**config.mk**
```make
export PLATFORM = sky130hd
export DESIGN_NAME = csds_ctrl
export DESIGN_NICKNAME = d
export VERILOG_FILES = /design/src/rtl/csds_pkg.sv /design/src/rtl/csds_ctrl.sv
export VERILOG_INCLUDE_DIRS = /design/src /design/src/rtl
export SDC_FILE = /design/constraint.sdc
export NUM_CORES = 1
export LEC_CHECK = 0
export BUFFER_PORTS_ARGS = -buffer_cell sky130_fd_sc_hd__buf_2
export CORE_AREA = 2 2 39 41
export DETAILED_ROUTE_END_ITERATION = 10
export DIE_AREA = 0 0 41 43
export GPL_TIMING_DRIVEN = 0
export HOLD_SLACK_MARGIN = 0.1
export PLACE_DENSITY = 0.65
export SYNTH_ARGS = -nofsm -noshare
export SYNTH_HDL_FRONTEND = slang
export SYNTH_SLANG_ARGS = --single-unit
```
**constraint.sdc**
```tcl
create_clock -name clk_i -period 3.1 [get_ports clk_i]
set_input_delay 0.155 -clock clk_i [delete_from_list [all_inputs] [get_ports clk_i]]
set_output_delay 0.155 -clock clk_i [all_outputs]
set_load 0.005 [all_outputs]
```
**src/rtl/cursor_sprite_decode_scale_top_defines.svh**
```systemverilog
// ----------------------------------------------------------------------------
// cursor_sprite_decode_scale_top_defines
// Assertion macros used by the sprite decode/scale sequencer (csds_ctrl).
// ----------------------------------------------------------------------------
`ifndef CURSOR_SPRITE_DECODE_SCALE_TOP_DEFINES_SVH
`define CURSOR_SPRITE_DECODE_SCALE_TOP_DEFINES_SVH

// Same-cycle implication, checked out of reset.
`define CSDS_ASSERT_IMP(lbl, ante, cons, msg) \
  lbl: assert property (@(posedge clk_i) disable iff (!rst_ni) (ante) |-> (cons)) \
    else $error(msg);

// Next-cycle implication, checked out of reset.
`define CSDS_ASSERT_NXT(lbl, ante, cons, msg) \
  lbl: assert property (@(posedge clk_i) disable iff (!rst_ni) (ante) |=> (cons)) \
    else $error(msg);

`endif

```
**src/rtl/csds_pkg.sv**
```systemverilog
// ----------------------------------------------------------------------------
// csds_pkg
// Shared constants, types and helpers for the cursor sprite decode/scale block.
// ----------------------------------------------------------------------------
package csds_pkg;

  localparam int MAX_WIDTH   = 64;
  localparam int MAX_HEIGHT  = 64;
  localparam int MAX_SCALE   = 4;
  localparam int STORE_DEPTH = MAX_WIDTH * MAX_HEIGHT;
  localparam int ADDR_W      = $clog2(STORE_DEPTH);
  localparam int CNT_W       = ADDR_W + 1;
  localparam int QX_W        = $clog2(MAX_WIDTH);
  localparam int QY_W        = $clog2(MAX_HEIGHT);

  // Action codes
  localparam logic [1:0] ACT_START = 2'd0;
  localparam logic [1:0] ACT_CODE  = 2'd1;
  localparam logic [1:0] ACT_READ  = 2'd2;

  // Register indexes
  localparam logic [1:0] REG_WIDTH  = 2'd0;
  localparam logic [1:0] REG_HEIGHT = 2'd1;
  localparam logic [1:0] REG_SCALE  = 2'd2;

  localparam logic [6:0] WIDTH_RST  = 7'(MAX_WIDTH);
  localparam logic [6:0] HEIGHT_RST = 7'(MAX_HEIGHT);
  localparam logic [2:0] SCALE_RST  = 3'd1;

  typedef struct packed {
    logic start;
    logic code_pixel;
    logic set_expect;
    logic run_load;
    logic run_step;
    logic rd_capture;
    logic rd_addr;
    logic load_out;
  } csds_cmd_t;

  typedef struct packed {
    logic rem_zero;
    logic rem_one;
    logic expect_run;
    logic code_zero;
    logic run_last;
  } csds_sts_t;

  function automatic logic [6:0] clamp_dim(logic [6:0] v, logic [6:0] hi);
    logic [6:0] r;
    if (v == 7'd0) r = 7'd1;
    else if (v > hi) r = hi;
    else r = v;
    return r;
  endfunction

  function automatic logic [2:0] clamp_scale(logic [2:0] v);
    logic [2:0] r;
    if (v == 3'd0) r = 3'd1;
    else if (v > 3'(MAX_SCALE)) r = 3'(MAX_SCALE);
    else r = v;
    return r;
  endfunction

  // Divide by scale 1..4; divide by 3 is a reciprocal multiply, exact below 512.
  function automatic logic [7:0] div_scale(logic [7:0] v, logic [2:0] s);
    logic [15:0] p;
    logic [7:0]  r;
    p = {8'd0, v} * 16'd171;
    unique case (s)
      3'd2:    r = v >> 1;
      3'd3:    r = {1'b0, p[15:9]};
      3'd4:    r = v >> 2;
      default: r = v;
    endcase
    return r;
  endfunction

endpackage

```
**src/rtl/csds_ctrl.sv**
```systemverilog
// ----------------------------------------------------------------------------
// csds_ctrl
// Sequencer: item acceptance, zero-run stepping, read pipeline, result handoff.
// ----------------------------------------------------------------------------
`include "cursor_sprite_decode_scale_top_defines.svh"

module csds_ctrl
  import csds_pkg::*;
(
  input  logic       clk_i,
  input  logic       rst_ni,
  input  logic       in_valid_i,
  output logic       in_ready_o,
  input  logic [1:0] action_i,
  output logic       out_valid_o,
  input  logic       out_ready_i,
  output csds_cmd_t  cmd_o,
  input  csds_sts_t  sts_i
);

  localparam logic [2:0] S_IDLE    = 3'd0;
  localparam logic [2:0] S_RUN     = 3'd1;
  localparam logic [2:0] S_RD_ADDR = 3'd2;
  localparam logic [2:0] S_RD_MEM  = 3'd3;
  localparam logic [2:0] S_EMIT    = 3'd4;

  logic [2:0] state_q, state_d;
  logic       out_valid_q, out_valid_d;

  always_comb begin
    state_d = state_q;
    cmd_o   = '0;
    unique case (state_q)
      S_IDLE: begin
        if (in_valid_i) begin
          unique case (action_i)
            ACT_START: cmd_o.start = 1'b1;
            ACT_CODE: begin
              if (!sts_i.rem_zero) begin
                if (sts_i.expect_run) begin
                  cmd_o.run_load = 1'b1;
                  if (!sts_i.code_zero) state_d = S_RUN;
                end else if (!sts_i.code_zero) begin
                  cmd_o.code_pixel = 1'b1;
                  if (sts_i.rem_one) state_d = S_EMIT;
                end else begin
                  cmd_o.set_expect = 1'b1;
                end
              end
            end
            ACT_READ: begin
              cmd_o.rd_capture = 1'b1;
              state_d          = S_RD_ADDR;
            end
            default: ;
          endcase
        end
      end
      S_RUN: begin
        cmd_o.run_step = 1'b1;
        if (sts_i.run_last) state_d = sts_i.rem_one ? S_EMIT : S_IDLE;
      end
      S_RD_ADDR: begin
        cmd_o.rd_addr = 1'b1;
        state_d       = S_RD_MEM;
      end
      S_RD_MEM: state_d = S_EMIT;
      S_EMIT: begin
        if (!out_valid_q || out_ready_i) begin
          cmd_o.load_out = 1'b1;
          state_d        = S_IDLE;
        end
      end
      default: state_d = S_IDLE;
    endcase
  end

  assign out_valid_d = cmd_o.load_out ? 1'b1 : (out_ready_i ? 1'b0 : out_valid_q);

  always_ff @(posedge clk_i or negedge rst_ni) begin
    if (!rst_ni) begin
      state_q     <= S_IDLE;
      out_valid_q <= 1'b0;
    end else begin
      state_q     <= state_d;
      out_valid_q <= out_valid_d;
    end
  end

  assign in_ready_o  = (state_q == S_IDLE);
  assign out_valid_o = out_valid_q;

  `CSDS_ASSERT_IMP(a_run_has_room, state_q == S_RUN, !sts_i.rem_zero,
                   "zero run stepping with no pixels left")
  `CSDS_ASSERT_IMP(a_pixel_has_room, cmd_o.code_pixel || cmd_o.run_step, !sts_i.rem_zero,
                   "sprite write past end of image")
  `CSDS_ASSERT_NXT(a_emit_lands, cmd_o.load_out, out_valid_q && state_q == S_IDLE,
                   "result load did not raise out valid")
  `CSDS_ASSERT_IMP(a_no_overwrite, cmd_o.load_out, !out_valid_q || out_ready_i,
                   "result register overwritten before taken")

endmodule

```
==> run metrics, run 1 <==
status=finished, final reports clean; Synth Net Count=54; Sw Ratio=0.375; DRC viols=0; Final Non-Filler Cells=83; internal power component=0.204 mW; final wirelength=795 um; final period utilization=0.673; critical path arrival=1930 ps; Slew HR=0.751; HP Class=in -> reg; row count=14; Port Buffers=20; Total GRT Usage=0.0949; Seq cells post-synth=4; combinational power share=0.569; power share of the sequential group=0.240; Via-to-Cell Ratio=4.57; leak pwr=0.250 nW; PnR worst setup slack=1010 ps; Cells after Synth=43; clock sink total=4; CTS Buf Count=3; synth unique cells=24; fin. max-slew vios=0; reg2reg end=state_q[0]; Post-CTS Setup Repair Bufs=0; Initial Util=0.248; Core Area=1380 sq um; Final GP Congestion=0.690; Pwr Total=0.327 mW; Worst Setup Start Kind=flop; Hold Slack=234 ps; largest net degree at the start of global routing=11; r2r startpoint=state_q[2]; Place WS=1250 ps; share of cells above drive strength 1=0.433; CP startpoint=state_q[1]; post-synthesis sequential area ratio=0.292; setup TNS=0 ps; dpl cells=79; initial drt markers=4; PD cells=660 nW/um^2; clock share of power=0.191; root buffer cell=clkbuf_4; # setup viols final=0; vias in the first global route=346; post-layout net count=80; P&R area growth vs syn=44.5%; H-tree depth=1; Max-cap violations=0; Worst Tran Pin Value=364 ps; global-route wire length before repair=1160 um; Die H=43 um; initial antenna violation count=0; Avg Inst Size Synth=7.97 sq um; Max Clk Rate=479 MHz; drt pass-1 iters=3; maximum VDD drop=0.254 mV; antenna-violating nets left=0; CTS tree=yes; Max FO, Critical Path=8; clock-pin slew on the worst setup and hold paths=40 ps; Worst setup EP type=primary output; die area=1760 sq um; sw power=0.123 mW; critical path class=reg -> out; clk_skew=0.689 ps; grt ovf=0; CTS Buffer Depth=2; fin crit period=2090 ps; die width=41 um; Syn Std Cell Area=343 sq um; DR WL/cell=9.58 um; DP HPWL=644 um; final hold violations=0; worst r2r path cells=5; number of synthesis warnings=0; diode count=0; clock latency on the worst-skew pair=230 ps; CP endpoint=cmd_o[5]; routed vias=379; Ports=21; r2r setup slk=1390 ps; RSZ-0062 raised after global routing=no; WP data required=2940 ps
[power by group through the flow]
stage	logic (mW)	clock network (mW)	registers (mW)
2_1_floorplan	0.129	0	0.0785
3_3_place_gp	0.182	0	0.0791
3_5_place_dp	0.186	0	0.0792
4_1_cts	0.187	0.0671	0.0785
5_1_grt	0.209	0.0664	0.0811
6_report	0.186	0.0624	0.0785
[layout make-up]
class	count	area (sq um)
flip-flops and latches	4	100
repair buffers	21	110
plain buffers	4	26.3
well taps	16	20.0
inverters	3	11.3
clock buffers	3	22.5
multi-input cells	32	205
fillers	154	888
[cells in the mapped netlist]
| cell | number | area [sq um] |
|---|---|---|
| o22ai_1 | 1 | 6.26 |
| buf_4 | 1 | 7.51 |
| mux2_2 | 1 | 11.3 |
| o32ai_1 | 1 | 8.76 |
| buf_6 | 1 | 11.3 |
| nor3_1 | 5 | 25.0 |
| o21a_1 | 1 | 7.51 |
| nand2_1 | 2 | 7.51 |
| a31oi_1 | 1 | 6.26 |
| nor4bb_1 | 1 | 10.0 |
| or4_4 | 1 | 11.3 |
| and3_1 | 1 | 6.26 |
| nor4_1 | 1 | 6.26 |
| a2111oi_0 | 1 | 8.76 |
| or3_4 | 1 | 11.3 |
| nor2_1 | 5 | 18.8 |
| nor3b_1 | 1 | 7.51 |
| o21ai_0 | 1 | 5.00 |
| inv_1 | 3 | 11.3 |
| dfrtp_1 | 4 | 100 |
| a21oi_1 | 2 | 10.0 |
| nand2b_1 | 4 | 25.0 |
| nor3b_2 | 1 | 12.5 |
| clkbuf_1 | 2 | 7.51 |
[metrics by stage]
step                      instance area [sq um]   util
final                                       495  0.358
after CTS                                   495  0.358
after global routing                        495  0.358
after global placement                      463  0.335
after detailed placement                    463  0.335
after floorplan                             343      -
[worst min path at each step]
stage                 from     endpoint  slack, ps  cells past startpoint
2_1_floorplan       rst_ni  out_valid_o       -140                      0
3_3_place_gp        rst_ni   state_q[1]        -40                      1
3_5_place_dp        rst_ni   state_q[1]        -30                      1
4_1_cts        out_ready_i  out_valid_o        230                      3
5_1_grt        out_ready_i  out_valid_o        270                      3
6_report       out_ready_i  out_valid_o        230                      3
[layer usage]
metal / GRT usage / vias up / part of all wire
met5: 0 / - / 0
met4: 0.0600 / 0 / 0
met3: 0.0157 / 0 / 0.078
met2: 0.175 / 15 / 0.48
met1: 0.0852 / 163 / 0.44
li1: - / 201 / -
[cell families after synthesis]
kind of cell / synth area share
AOI/OAI and AO/OA: 0.153
buffers and inverters: 0.110
DFF: 0.292
and+or+nand+nor: 0.412
muxes: 0.0328
[registers in the layout, summed over array words and instances (netlist names)]
name and flops:
out_valid_o 1, state_q 3
[repair_timing]
action / 4_1_cts / 5_1_grt
hold buffers: 1 / 0
setup endpoints to repair: 0 / 0
hold endpoints to repair: 4 / 0
resized for setup: 0 / 0
[cells in the final DEF, fill, tap and decap left out, types with 2 or more instances in the layout]
| cell type | n |
|---|---|
| nand2_1 | 2 |
| nand2b_1 | 4 |
| a21oi_1 | 2 |
| dfrtp_1 | 4 |
| nor2_1 | 5 |
| clkbuf_4 | 3 |
| inv_1 | 3 |
| buf_2 | 20 |
| clkbuf_1 | 2 |
| nor3_1 | 5 |
[worst max-delay path, stage by stage, from the launching register on]
cell	delay (ps)
dfrtp_1	360
buf_6	130
or4_4	520
or3_4	400
nor3b_2	170
buf_2	130
Note: power is estimated with default switching activity, not from simulation.
==> run 2, diff against run 1 <==
Clock period 3.1 ns to 2 ns, I/O delays scaled along.
==> run 2 against run 1 <==
Setup slack worse by 930 ps. Critical endpoint unchanged. Sequential power grew 55%. Highest routed layer unchanged. Global-route usage did not move.
==> run metrics, run 2 (synthesis results as in run 1) <==
antenna-violating nets left=0; share of cells above drive strength 1=0.433; Final Non-Filler Cells=83; Via-to-Cell Ratio=4.57; hold depth=3; r2r setup slk=280 ps; Largest register FFs=3; DRC viols=0; clock latency on the worst-skew pair=230 ps; most common cell after layout, fill and taps aside=buf_2; Max Clk Rate=521 MHz; Hold Startpoint=out_ready_i; Hold Path Sink=out_valid_o; clk_skew=0.689 ps; Max-cap violations=0; Worst Tran Pin Value=364 ps; Most flops, register=state_q; critical path arrival=1820 ps; post-layout net count=80; Port Buffers=20; Worst setup EP type=primary output; CTS tree=yes; leak pwr=0.250 nW; max layer used=met3; Total GRT Usage=0.0949; final wirelength=798 um; # setup viols final=0; worst r2r path cells=5; Post-CTS Setup Repair Bufs=0; HP Class=in -> reg; Initial Util=0.248; DP HPWL=644 um; global-route wire length before repair=1160 um; final period utilization=0.959; grt ovf=0; Core Area=1380 sq um; H-tree depth=1; Max FO, Critical Path=8; reg2reg end=state_q[0]; fin. max-slew vios=0; Ports=21; largest net degree at the start of global routing=11; row count=14; vias in the first global route=346; CTS Buffer Depth=2; Die H=43 um; diode count=0; PD cells=1020 nW/um^2; drt pass-1 iters=3; setup TNS=0 ps; most frequent cells in the layout=buf_2, nor2_1, nor3_1; die area=1760 sq um; maximum VDD drop=0.395 mV; P&R area growth vs syn=44.5%; Worst Setup Start Kind=flop; die width=41 um; met1 WL=357 um; DR WL/cell=9.61 um; initial drt markers=6; RSZ-0062 raised after global routing=yes; met2 wire length=378 um; Fillers=154; Final GP Congestion=0.690; status=finished, final reports clean; final hold violations=0; clock-pin slew on the worst setup and hold paths=40 ps; Slew HR=0.751; clock sink total=4; fin crit period=1920 ps; dpl cells=79; r2r startpoint=state_q[2]; DR WL met3=62 um; initial antenna violation count=0; critical path class=reg -> out; root buffer cell=clkbuf_4; CTS Buf Count=3; WP data required=1900 ps; routed vias=379
run 2: cell counts in the layout (fill, tap and decap cells not counted):
Identical to the previous run, type by type.
run 2: worst max-delay path, cell delays in order, from the launching register on:
cell	delay, ps
dfrtp_1	360
buf_6	130
or4_4	430
or3_4	400
nor3b_2	150
buf_2	130
run 2: routing by layer:
layer,track usage,up-vias
li1,-,201
met1,0.0852,163
met2,0.175,15
met3,0.0157,0
met4,0.0600,0
met5,0,-
run 2: final cells by class:
cell class	instances	area [sq um]	share of cell area
clock buffers	3	22.5	0.0455
well taps	16	20.0	0.0404
inverters	3	11.3	0.0227
repair buffers	21	110	0.222
flip-flops and latches	4	100	0.202
multi-input cells	32	205	0.414
plain buffers	4	26.3	0.0530
run 2: worst max path at each step:
stage,startpoint,end,cells past startpoint
2_1_floorplan,state_q[1],cmd_o[5],4
3_3_place_gp,state_q[1],cmd_o[5],5
3_5_place_dp,state_q[1],cmd_o[5],5
4_1_cts,state_q[1],cmd_o[5],5
5_1_grt,state_q[1],cmd_o[5],5
6_report,state_q[1],cmd_o[5],5
run 2: power by group:
part | total (mW) | internal (mW) | leakage [nW] | switching, mW
sequential | 0.122 | 0.109 | 0.0530 | 0.0131
clock | 0.0966 | 0.0669 | 0.0138 | 0.0297
combinational | 0.289 | 0.141 | 0.184 | 0.148
run 2: stage by stage:
step                utilization  total power [mW]  setup WS (ps)  area [sq um]  hold slack [ps]
finish                    0.358             0.507           81.7           495              179
global placement          0.335             0.405            217           463            -94.8
CTS                       0.358             0.516           20.8           495              175
global route              0.358             0.552          -6.90           495              215
floorplan                     -             0.321            334           343             -196
detailed placement        0.335             0.410            202           463            -90.0
run 2: timing repair:
action,CTS,global route
endpoints found under the setup margin,2,2
hold endpoints to repair,4,0
gates resized for setup,0,0
hold buffers,1,0
pin swaps,2,2
